--- src/rtl/jpp_pkg.sv ---
// constants and helpers for the joystick packet parser
package jpp_pkg;

  // default number of data bytes after the sync byte
  localparam int unsigned PACKET_BYTES_DEF = 7;

  // data bytes that feed the held values (four sticks, buttons, ext)
  localparam int unsigned BUF_USED = 6;

  localparam logic [7:0] SYNC_BYTE  = 8'hFF;
  localparam logic [7:0] SUM_TARGET = 8'hFF;
  localparam logic [7:0] STICK_BIAS = 8'h80;

  // stick byte to signed value, byte minus 128
  function automatic logic signed [7:0] stick(input logic [7:0] b);
    stick = $signed(b ^ STICK_BIAS);
  endfunction

endpackage

--- src/rtl/joystick_packet_parser.sv ---
// joystick packet parser: sync search, byte collection, checksum, held values
//
//   channel | handshake             | payload
//   --------+-----------------------+------------------------------------------
//   in      | in_valid / in_ready   | in_rx_byte
//   out     | out_valid / out_ready | out_packet_ok, four sticks, pan, tilt,
//           |                       | out_button_bits, out_extended_code
//   cfg     | cfg_valid / cfg_ready | cfg_left_handed_mode
//
// One received byte per cycle while the input does not stall. Each item goes
// into an input register and is parsed from there; the item that ends a
// packet loads the result register when it advances, so a result passes the
// input register and then the result register after its last byte is accepted.
// Reset (synchronous, rst_n low) leaves the parser waiting for sync with all
// held values zero. An unread result stalls only the byte that ends the next
// packet and the bytes behind it; other bytes keep flowing. cfg_ready is always high.
module joystick_packet_parser #(
  parameter int unsigned PACKET_BYTES = jpp_pkg::PACKET_BYTES_DEF
) (
  input  logic              clk,
  input  logic              rst_n,
  // received bytes
  input  logic              in_valid,
  output logic              in_ready,
  input  logic [7:0]        in_rx_byte,
  // parsed packets
  output logic              out_valid,
  input  logic              out_ready,
  output logic              out_packet_ok,
  output logic signed [7:0] out_walk_vertical,
  output logic signed [7:0] out_walk_horizontal,
  output logic signed [7:0] out_look_vertical,
  output logic signed [7:0] out_look_horizontal,
  output logic [15:0]       out_pan_position,
  output logic [15:0]       out_tilt_position,
  output logic [7:0]        out_button_bits,
  output logic [7:0]        out_extended_code,
  // configuration
  input  logic              cfg_valid,
  output logic              cfg_ready,
  input  logic              cfg_left_handed_mode
);

  localparam int unsigned POS_W    = $clog2(PACKET_BYTES);
  localparam int unsigned CMP_W    = POS_W + 3;
  localparam logic [POS_W-1:0] LAST_POS = POS_W'(PACKET_BYTES - 1);

  // input register
  logic             in_vld_r;
  logic [7:0]       in_byte_r;

  // parser state
  logic             waiting_r;
  logic [POS_W-1:0] pos_r;
  logic [7:0]       sum_r;
  logic [7:0]       buf_r [jpp_pkg::BUF_USED];
  logic             lefty_r;

  // result register and held values
  logic             out_vld_r;
  logic             ok_r;
  logic signed [7:0] walk_v_r, walk_h_r, look_v_r, look_h_r;
  logic [15:0]      pan_r, tilt_r;
  logic [7:0]       buttons_r, ext_r;

  // parse decode
  logic             is_sync;
  logic             take_data;
  logic             ends_packet;
  logic             out_free;
  logic             advance;
  logic [7:0]       sum_nxt;
  logic             good_pkt;
  logic [7:0]       view [jpp_pkg::BUF_USED];

  always_comb begin
    is_sync     = (in_byte_r == jpp_pkg::SYNC_BYTE);
    take_data   = !waiting_r && !((pos_r == '0) && is_sync);
    ends_packet = in_vld_r && take_data && (pos_r == LAST_POS);
    out_free    = !out_vld_r || out_ready;
    advance     = in_vld_r && (!ends_packet || out_free);
    sum_nxt     = sum_r + in_byte_r;
    good_pkt    = (sum_nxt == jpp_pkg::SUM_TARGET);
    // buffer as it stands with the current byte written in
    for (int i = 0; i < int'(jpp_pkg::BUF_USED); i++) begin
      view[i] = ({3'b000, pos_r} == CMP_W'(i)) ? in_byte_r : buf_r[i];
    end
  end

  assign in_ready  = !in_vld_r || advance;
  assign cfg_ready = 1'b1;

  // input register
  always_ff @(posedge clk) begin
    if (!rst_n) begin
      in_vld_r <= 1'b0;
    end else if (in_ready) begin
      in_vld_r <= in_valid;
    end
    if (in_valid && in_ready) begin
      in_byte_r <= in_rx_byte;
    end
  end

  // configuration register
  always_ff @(posedge clk) begin
    if (!rst_n) begin
      lefty_r <= 1'b0;
    end else if (cfg_valid) begin
      lefty_r <= cfg_left_handed_mode;
    end
  end

  // frame position, running sum and sync search
  always_ff @(posedge clk) begin
    if (!rst_n) begin
      waiting_r <= 1'b1;
      pos_r     <= '0;
      sum_r     <= '0;
    end else if (advance) begin
      if (waiting_r) begin
        if (is_sync) begin
          waiting_r <= 1'b0;
          pos_r     <= '0;
          sum_r     <= '0;
        end
      end else if (take_data) begin
        sum_r <= sum_nxt;
        if (pos_r == LAST_POS) begin
          waiting_r <= 1'b1;
          pos_r     <= '0;
        end else begin
          pos_r <= pos_r + 1'b1;
        end
      end
    end
  end

  // byte buffer, cleared at each sync so missing bytes read as zero
  always_ff @(posedge clk) begin
    if (advance) begin
      if (waiting_r && is_sync) begin
        for (int i = 0; i < int'(jpp_pkg::BUF_USED); i++) begin
          buf_r[i] <= '0;
        end
      end else if (take_data) begin
        for (int i = 0; i < int'(jpp_pkg::BUF_USED); i++) begin
          buf_r[i] <= view[i];
        end
      end
    end
  end

  // result register
  always_ff @(posedge clk) begin
    if (!rst_n) begin
      out_vld_r <= 1'b0;
      ok_r      <= 1'b0;
    end else if (advance && ends_packet) begin
      out_vld_r <= 1'b1;
      ok_r      <= good_pkt;
    end else if (out_ready) begin
      out_vld_r <= 1'b0;
    end
  end

  // held values, loaded by a good packet only
  always_ff @(posedge clk) begin
    if (!rst_n) begin
      walk_v_r  <= '0;
      walk_h_r  <= '0;
      look_v_r  <= '0;
      look_h_r  <= '0;
      pan_r     <= '0;
      tilt_r    <= '0;
      buttons_r <= '0;
      ext_r     <= '0;
    end else if (advance && ends_packet && good_pkt) begin
      if (lefty_r) begin
        walk_v_r <= jpp_pkg::stick(view[0]);
        walk_h_r <= jpp_pkg::stick(view[1]);
        look_v_r <= jpp_pkg::stick(view[2]);
        look_h_r <= jpp_pkg::stick(view[3]);
      end else begin
        look_v_r <= jpp_pkg::stick(view[0]);
        look_h_r <= jpp_pkg::stick(view[1]);
        walk_v_r <= jpp_pkg::stick(view[2]);
        walk_h_r <= jpp_pkg::stick(view[3]);
      end
      pan_r     <= {view[0], view[1]};
      tilt_r    <= {view[2], view[3]};
      buttons_r <= view[4];
      ext_r     <= view[5];
    end
  end

  assign out_valid           = out_vld_r;
  assign out_packet_ok       = ok_r;
  assign out_walk_vertical   = walk_v_r;
  assign out_walk_horizontal = walk_h_r;
  assign out_look_vertical   = look_v_r;
  assign out_look_horizontal = look_h_r;
  assign out_pan_position    = pan_r;
  assign out_tilt_position   = tilt_r;
  assign out_button_bits     = buttons_r;
  assign out_extended_code   = ext_r;

  // while waiting for sync the frame position stays at the start
  a_wait_pos: assert property (@(posedge clk) disable iff (!rst_n)
    waiting_r |-> (pos_r == '0))
    else $error("frame position moved while waiting for sync");

  // a packet end raises the result and returns to sync search
  a_end_result: assert property (@(posedge clk) disable iff (!rst_n)
    (advance && ends_packet) |=> (out_vld_r && waiting_r))
    else $error("packet end did not give a result");

  // a bad packet leaves the pan, tilt, button and extended values as they were
  a_bad_hold: assert property (@(posedge clk) disable iff (!rst_n)
    (advance && ends_packet && !good_pkt) |=>
      ($stable(pan_r) && $stable(tilt_r) && $stable(buttons_r) && $stable(ext_r)))
    else $error("bad packet changed held values");

  // input stalls only behind a packet end waiting on the result register
  a_stall_cause: assert property (@(posedge clk) disable iff (!rst_n)
    !in_ready |-> (in_vld_r && ends_packet && out_vld_r))
    else $error("input stalled without a pending result");

endmodule
--- config.mk ---
export PLATFORM = sky130hd
export DESIGN_NAME = joystick_packet_parser
export DESIGN_NICKNAME = d
export VERILOG_FILES = /design/src/rtl/jpp_pkg.sv /design/src/rtl/joystick_packet_parser.sv
export SDC_FILE = /design/constraint.sdc
export NUM_CORES = 1
export LEC_CHECK = 0
export ABC_CLOCK_PERIOD_IN_PS = 5010
export BUFFER_PORTS_ARGS = -buffer_cell sky130_fd_sc_hd__buf_2
export CORE_MARGIN = 8
export CORE_UTILIZATION = 62
export CTS_CLUSTER_DIAMETER = 100
export DETAILED_ROUTE_END_ITERATION = 8
export PLACE_DENSITY = 0.85
export SLEW_MARGIN = 40
export SYNTH_ARGS = -nofsm -noshare
export SYNTH_HDL_FRONTEND = slang
export SYNTH_SLANG_ARGS = --single-unit
--- constraint.sdc ---
create_clock -name clk -period 5.01 [get_ports clk]
set_input_delay 1.503 -clock clk [delete_from_list [all_inputs] [get_ports clk]]
set_output_delay 1.503 -clock clk [all_outputs]
set_load 0.02 [all_outputs]
* Word level (Yosys, flattened, before mapping)
Memory sizes are Yosys's and may differ from the RTL's. Index checks and enable logic that the tools add are counted.
Storage, ports and cells: bits in registers 104, latch bits 0, RAM bits 48, bits in read-only memories 0, input port bits 14, output and inout bits 84, word-level logic and storage cells 95, memories kept 1
Memory list:
- buf_r | depth 6, width 8, rd ports 6, clocked after Yosys merged registers in 0, write ports 6, line joystick_packet_parser.sv:56 | logic [7:0] buf_r [jpp_pkg::BUF_USED];
Operators by class: $add $sub $neg 2, multiply operators 0, divide/modulo/power cells 0, magnitude comparators 0, eq/ne operators 9, shifts and indexed selects 0, multiplexer cells 36, bitwise logic cells 10, reduce and logical (&&, ||, !) cells 21
Operators with widths (count):
- 8-bit 2-to-1 mux | 19
- 8-bit equality test (second input constant) | 2
- 1-bit 2-to-1 mux | 13
- 3-bit 2-to-1 mux | 4
- 3-bit equality test (second input constant) | 3
- 1-bit logical AND | 9
- 8-bit adder | 1
- 3-bit by 2-bit equality test with 1-bit output (second input constant) | 2
- 1-bit OR | 6
- 1-bit logical NOT | 5
- 1-bit inverter | 4
- 2-bit nonzero test | 2
- 3-bit by 1-bit adder with 3-bit output (second input constant) | 1
- 3-bit by 1-bit equality test with 1-bit output (second input constant) | 1
- 3-bit logical NOT | 1
- 1-bit logical OR | 3
- 3-bit AND reduction | 1
- 2-bit by 1-bit inequality test with 1-bit output (second input constant) | 1

* Logic depth before layout (Yosys ltp)
Gate-level depths: netlist of run 1.
word-level depth 12, depth in mapped cells 10, depth with buffers taken out 8

* Worst setup path after synthesis of run 1
Ideal clock, no wire load.
path kind input-to-output, from input out_ready, to output in_ready, data arrival time 2.236 ns, data required time 3.507 ns, slack 1.271 ns, cell stages on the path 2, path buffers 0, cells stage by stage nor2b_1 > or3b_2
On the way: word-level cells in the longest chain between the ends 4
RTL lines:
- start, declared | line joystick_packet_parser.sv:28 | input logic out_ready,
- 1-bit logical OR | line joystick_packet_parser.sv:80 | out_free = !out_vld_r || out_ready;
- 1-bit logical OR | line joystick_packet_parser.sv:81 | advance = in_vld_r && (!ends_packet || out_free);
- 1-bit logical AND | line joystick_packet_parser.sv:81
- 1-bit logical OR | line joystick_packet_parser.sv:90 | assign in_ready = !in_vld_r || advance;
- end, declared | line joystick_packet_parser.sv:24 | output logic in_ready,
Every way passes these cells.

* Final worst setup path of run 1
Same ends and word-level chain as after synthesis.

==> reports/qor.txt, run 1 <==
outcome - completed
Mapped Cells - 691
Initial Util - 0.631
buffer depth of the longest clock path - 2
number of buffers created by CTS - 17
Synth top area share - 0.268
number of enable flip-flop cells after synthesis - 56
core box area - 11400 µm²
initial antenna violation count - 0
boundary pin count - 98
total congestion overflow - 0
Die Y - 124 µm
most common flop cell mapped by yosys - dfxtp_1
final setup fails - 0
Die Footprint - 15300 µm²
count of fill cells added during filler insertion - 771
endpoint class of the critical path - primary output
unrepaired setup endpoints after global routing - no
Reg clk slew, reported paths - 60 ps
routed len/inst - 18.6 µm
nets - 789
Cell Area, Placed - 7610 µm²
P per Cell Area - 320 nW/µm²
Max-Slew Margin vs Limit - 0.507
count of final hold-check violations - 0
Post-Route WL - 17.1 mm
Tightest Hold Check Type - reg -> reg
row cnt - 39
achievable frequency - 248 MHz
max cap viols - 0
buffer cell driving the clock tree root - clkbuf_16
least setup slack across all paths after layout - 972 ps
quantity of hold-fixing buffers added after cts - 0
distinct cell type count after synthesis - 43
final critical-path share of the clock period - 0.806
Netlist Area Pre-Place - 7180 µm²
sequential element share of the synthesized area - 0.502
number of buffers added for setup after CTS - 0
total number of vias - 5324
number of nets with antenna violations after routing - 0
final design area excluding fillers - 8190 µm²
# clock sinks - 152
Worst IR Drop VDD - 0.000242 V
DIE WIDTH - 124 µm
input/output buffers - 96
most common library cell in the layout ignoring fill and taps - nand2_1
Synth area leaders - dfxtp_1, edfxtp_1, mux2i_1
final max-slew violation count - 0
slew at the pin with the worst max-slew slack - 739 ps
reported leakage power - 0.00324 µW
clock tree from TritonCTS - done
drt pass-1 iters - 4
clock latency of the later-clocked register in the worst-skew pair - 430 ps
setup TNS - 0 ps
highest-count cells in the layout ignoring fill and taps - nand2_1, mux2i_1, dfxtp_1
post-layout minimum cycle time - 4040 ps
number of diodes added for antenna fixing - 0
wire length of the first global-routing pass - 27.1 mm
total global routing track utilization - 0.230
element type at the critical path start - primary input
Synth Warn # - 0
share of final-layout standard cells stronger than drive strength 1 - 0.230
vias per std cell - 5.77
Area Growth Syn to Fin - 14.1%
number of synthesized register bits - 152
top cell type by total area after synthesis - dfxtp_1
maximum clock skew at final layout - 4.42 ps
fin util - 0.720
number of violations reported at the end of detailed-routing iteration 0 - 521
number of remaining DRC errors - 0
Crit Path Max Fanout - 4
final weighted congestion of routability-driven global placement - 0.888
fraction of registers with async set or reset after synthesis - 0
arrival time at the worst endpoint - 2540 ps
post-placement setup slack - 958 ps
Mapped Avg Cell Area - 10.4 µm²
Final HPWL DP - 11.3 mm
synthesized net count - 714
Clock H-tree levels - 4
required time worst endpoint - 3510 ps
class of the most critical setup path - in -> out
number of global-route vias before repair - 5229
number of gates given a new drive strength after cts - 0
maximum number of pins on one net before global-route repair - 61
flip-flops by register name, indices dropped and copies added (netlist names), 3 cells and up:
name / flops
buf_r: 48
in_byte_r: 8
out_button_bits: 8
out_extended_code: 8
out_look_horizontal: 8
out_look_vertical: 8
out_pan_position: 16
out_tilt_position: 16
out_walk_horizontal: 8
out_walk_vertical: 8
pos_r: 3
sum_r: 8
cells by family after synthesis:
family,synth area share
flip-flops,0.502
AND/OR/NAND/NOR,0.174
adder cells (fa/ha/maj),0.0167
other,0.000523
buffers and inverters,0.0499
multiplexers,0.198
AO/OA/AOI/OAI,0.0513
XOR/XNOR,0.00732
cells in the mapped netlist, types with 2 or more instances:
cell,count
nand2_1,163
mux2i_1,104
dfxtp_1,96
edfxtp_1,56
nor2_1,36
mux2_2,34
and2_1,32
clkbuf_1,32
nand2b_1,23
o21ai_0,19
o211ai_1,14
a21oi_1,10
buf_12,9
ha_1,8
buf_2,7
nand3b_1,4
nor3_1,4
xnor2_1,4
a211oi_1,3
inv_1,3
nand4_1,3
a211o_1,2
nor2b_1,2
nor3b_1,2
o21bai_1,2
xor2_1,2
power breakdown:
part	total, µW	leakage (µW)	switching (µW)	internal [µW]
combinational	83.4	0.00156	58.5	25.0
sequential	1300	0.00140	20.3	1280
clock	1230	0.000279	497	737
total	2620	0.00324	576	2040
per-layer routing:
layer | GRT usage | vias up | part of all wire
met2 | 0.369 | 236 | 0.48
met3 | 0.0580 | 44 | 0.080
met1 | 0.287 | 2528 | 0.41
met4 | 0.106 | 0 | 0.029
met5 | 0 | - | 0
li1 | - | 2516 | -
worst max-delay path: stages:
cell and delay [ps]:
buf_2 100, nor2b_1 220, or3b_2 520, buf_2 190
stage by stage:
stage / power [µW] / std cells / hold slack [ps]
floorplan: 1380 / 691 / 450
global placement: 1400 / 889 / 441
detailed placement: 1410 / 890 / 445
CTS: 2620 / 922 / 459
global route: 2680 / 922 / 472
finish: 2620 / 922 / 456
cell type report:
| type | instances | area, µm² | share of cell area |
|---|---|---|---|
| sequential | 152 | 3600 | 0.440 |
| multi-input combinational | 486 | 3230 | 0.395 |
| timing repair buffer | 106 | 591 | 0.0721 |
| clock buffer | 18 | 439 | 0.0537 |
| tap | 143 | 179 | 0.0219 |
| clock inverter | 14 | 131 | 0.0161 |
| inverter | 3 | 11.3 | 0.00138 |
final timing paths:
kind | start | to | slack [ps] | cells after the start
setup / recovery | out_ready | in_ready | 970 | 4
hold reg to reg | out_pan_position[4] | out_pan_position[4] | 460 | 2
setup reg to reg | in_byte_r[0] | out_walk_horizontal[4] | 1500 | 9
hold / removal | out_pan_position[4] | out_pan_position[4] | 460 | 2
No activity file was read; power rests on OpenSTA's default activity.
==> run 2, diff against run 1 <==
--- a/config.mk
+++ b/config.mk
@@ -5,13 +5,14 @@
 export SDC_FILE = /design/constraint.sdc
 export NUM_CORES = 1
 export LEC_CHECK = 0
-export ABC_CLOCK_PERIOD_IN_PS = 5010
+export ABC_AREA = 1
+export ABC_CLOCK_PERIOD_IN_PS = 3300
 export BUFFER_PORTS_ARGS = -buffer_cell sky130_fd_sc_hd__buf_2
 export CORE_MARGIN = 8
-export CORE_UTILIZATION = 62
+export CORE_UTILIZATION = 52
 export CTS_CLUSTER_DIAMETER = 100
 export DETAILED_ROUTE_END_ITERATION = 8
-export PLACE_DENSITY = 0.85
+export PLACE_DENSITY = 0.76
 export SLEW_MARGIN = 40
 export SYNTH_ARGS = -nofsm -noshare
 export SYNTH_HDL_FRONTEND = slang
==> constraint.sdc (replaced) <==
create_clock -name clk -period 3.3 [get_ports clk]
set_input_delay 0.99 -clock clk [delete_from_list [all_inputs] [get_ports clk]]
set_output_delay 0.99 -clock clk [all_outputs]
set_load 0.02 [all_outputs]
==> reports/qor.txt, run 2 <==
distinct cell type count after synthesis - 30 (-30%)
total global routing track utilization - 0.205 (-0.0249)
number of violations reported at the end of detailed-routing iteration 0 - 615 (+18%)
P per Cell Area - 488 nW/µm² (+53%)
Worst IR Drop VDD - 0.000348 V (+44%)
Clock H-tree levels - 4 (unchanged)
DIE WIDTH - 135 µm (+9.1%)
count of final hold-check violations - 0 (unchanged)
final setup fails - 0 (unchanged)
unrepaired setup endpoints after global routing - no
count of fill cells added during filler insertion - 1222 (+58%)
most common flop cell mapped by yosys - dfxtp_1
Mapped Cells - 993 (+44%)
quantity of hold-fixing buffers added after cts - 0 (unchanged)
number of nets with antenna violations after routing - 0 (unchanged)
maximum clock skew at final layout - 10.3 ps (+5.83 ps)
post-layout minimum cycle time - 2830 ps
number of synthesized register bits - 152 (unchanged)
fin util - 0.616 (-0.104)
reported leakage power - 0.00395 µW (+22%)
net switching component of the power - 861 µW (+49%)
Crit Path Max Fanout - 65 (+61)
clock tree from TritonCTS - done
final max-slew violation count - 0 (unchanged)
highest-count cells in the layout ignoring fill and taps - nor2_1, nand2_1, dfxtp_1, buf_2, inv_1
clock latency of the later-clocked register in the worst-skew pair - 430 ps (about the same)
Largest register FFs - 48 (unchanged)
arrival time at the worst endpoint - 3150 ps (+610 ps)
final critical-path share of the clock period - 0.858
drt pass-1 iters - 5 (+1)
class of the most critical setup path - reg -> reg
total congestion overflow - 0 (unchanged)
number of buffers added for setup after CTS - 0 (unchanged)
clock share of power - 0.496 (+0.024)
combinational power share - 0.036 (+0.004)
Die Y - 135 µm (+9.1%)
Tightest Hold Check Type - reg -> reg
vias per std cell - 5.23 (-9.3%)
boundary pin count - 98 (unchanged)
Die Footprint - 18200 µm² (+19%)
achievable frequency - 353 MHz
top cells by count, synth - nor2_1, nand2_1, dfxtp_1
wire length of the first global-routing pass - 30.0 mm (+11%)
Synth Warn # - 0 (unchanged)
row cnt - 43 (+10%)
number of remaining DRC errors - 0 (unchanged)
synthesized net count - 1016 (+42%)
fraction of registers with async set or reset after synthesis - 0 (unchanged)
Cell Area, Placed - 7880 µm² (+3.5%)
sequential element share of the synthesized area - 0.491 (-0.0112)
Synth area leaders - dfxtp_1, edfxtp_1, nor2_1
number of buffers created by CTS - 17 (unchanged)
Initial Util - 0.531 (-0.100)
setup TNS - 0 ps (unchanged)
number of enable flip-flop cells after synthesis - 56 (unchanged)
max cap viols - 0 (unchanged)
outcome - completed
ordered list of cells on the worst path - ha_1 -> fa_1 -> nand3_1 -> nand4_1 -> nand2_1 -> nand3_1 -> nor2_4 -> buf_12 -> nand3_2 -> buf_4 -> nor2_1 -> nor2_1
required time worst endpoint - 3620 ps (+110 ps)
most common library cell in the layout ignoring fill and taps - nor2_1
Reg2Reg Depth - 12 (+3)
buffer depth of the longest clock path - 2 (unchanged)
maximum number of pins on one net before global-route repair - 66 (+8.2%)
Area Growth Syn to Fin - 16.1%
final weighted congestion of routability-driven global placement - 0.931 (+4.8%)
fraction of power consumed by sequential logic - 0.469 (-0.028)
nets - 1083 (+37%)
instance count along the most critical hold path - 2 (unchanged)
core box area - 13800 µm² (+22%)
fraction of power spent switching nets - 0.207 (-0.0133)
Max-Slew Margin vs Limit - 0.445 (-0.0618)
CP peak stage delay - 490 ps (-30 ps)
initial antenna violation count - 0 (unchanged)
Reg clk slew, reported paths - 60 ps (about the same)
total number of vias - 6554 (+23%)
number of gates given a new drive strength after cts - 0 (unchanged)
slew at the pin with the worst max-slew slack - 823 ps (+84.1 ps)
routed len/inst - 14.4 µm (-23%)
final design area excluding fillers - 8520 µm² (+4.1%)
element type at the critical path start - register
input/output buffers - 96 (unchanged)
top cell type by total area after synthesis - dfxtp_1
register containing the most flip-flops in the final layout - buf_r
Post-Route WL - 18.0 mm (+5.2%)
share of final-layout standard cells stronger than drive strength 1 - 0.139 (-0.0908)
endpoint class of the critical path - register
Netlist Area Pre-Place - 7340 µm² (+2.3%)
cell-internal power - 3300 µW (+62%)
# clock sinks - 152 (unchanged)
Synth top area share - 0.262 (-0.00598)
Final HPWL DP - 12.5 mm (+10%)
Mapped Avg Cell Area - 7.39 µm² (-29%)
buffer cell driving the clock tree root - clkbuf_16
number of global-route vias before repair - 6002 (+15%)
cell with the most instances after synthesis - nor2_1
CP max-delay cell - edfxtp_1
number of diodes added for antenna fixing - 0 (unchanged)
run 2: cells by family (layout without fill, tap and decap cells):
logic type	after synthesis	count (layout)	synth area share
and+or+nand+nor	579	579	0.330
buffers and inverters	154	233	0.0939
DFF	152	152	0.491
AOI/OAI and AO/OA	96	96	0.0663
adders and majority gates	9	9	0.0164
xor gates and xnor gates	2	2	0.00239
other	1	1	0.000511
run 2: path summary, 6_finish.rpt:
check	start	endpoint	slack (ps)
max reg2reg	in_byte_r[0]	out_look_horizontal[7]	470
min	sum_r[0]	sum_r[0]	470
min reg2reg	sum_r[0]	sum_r[0]	470
max	in_byte_r[0]	out_look_horizontal[7]	470
run 2: final cells by class:
type,instances,area (µm²),area share
Timing Repair Buffer,107,626,0.0734
Clock inverter,3,41.3,0.00485
Tap cell,180,225,0.0264
Inverter,95,357,0.0418
Multi-Input combinational cell,687,3070,0.360
Sequential cell,152,3600,0.423
Clock buffer,28,603,0.0708
run 2: power groups by stage:
| stage | Clock (µW) | Combinational, µW | Sequential (µW) |
|---|---|---|---|
| floorplan | 0 | 105 | 1990 |
| global placement | 0 | 146 | 1990 |
| detailed placement | 0 | 147 | 1990 |
| CTS | 2090 | 148 | 1950 |
| global route | 2170 | 169 | 1950 |
| finish | 2060 | 149 | 1950 |
run 2: worst max-delay path, delay by kind of cell, from the launching register on:
kind	cells	cell delay, ps
adder cells (fa/ha/maj)	2	730
buffers and inverters	2	510
AND/OR/NAND/NOR	8	960
flip-flops	1	490
run 2: layer usage:
metal  up-vias  track usage  wire length, µm
met5         -            0                0
met4         0        0.100              583
met3        47       0.0583             1340
met2       231        0.313             7930
met1      2936        0.261             8160
li1       3340            -                -
run 2: stage by stage:
stage	power [µW]	setup WS, ps	cells	hold slack, ps
2_1_floorplan	2090	706	993	445
3_3_place_gp	2140	501	1221	458
3_5_place_dp	2140	497	1221	465
4_1_cts	4180	480	1252	473
5_1_grt	4280	220	1252	485
6_report	4160	470	1252	469
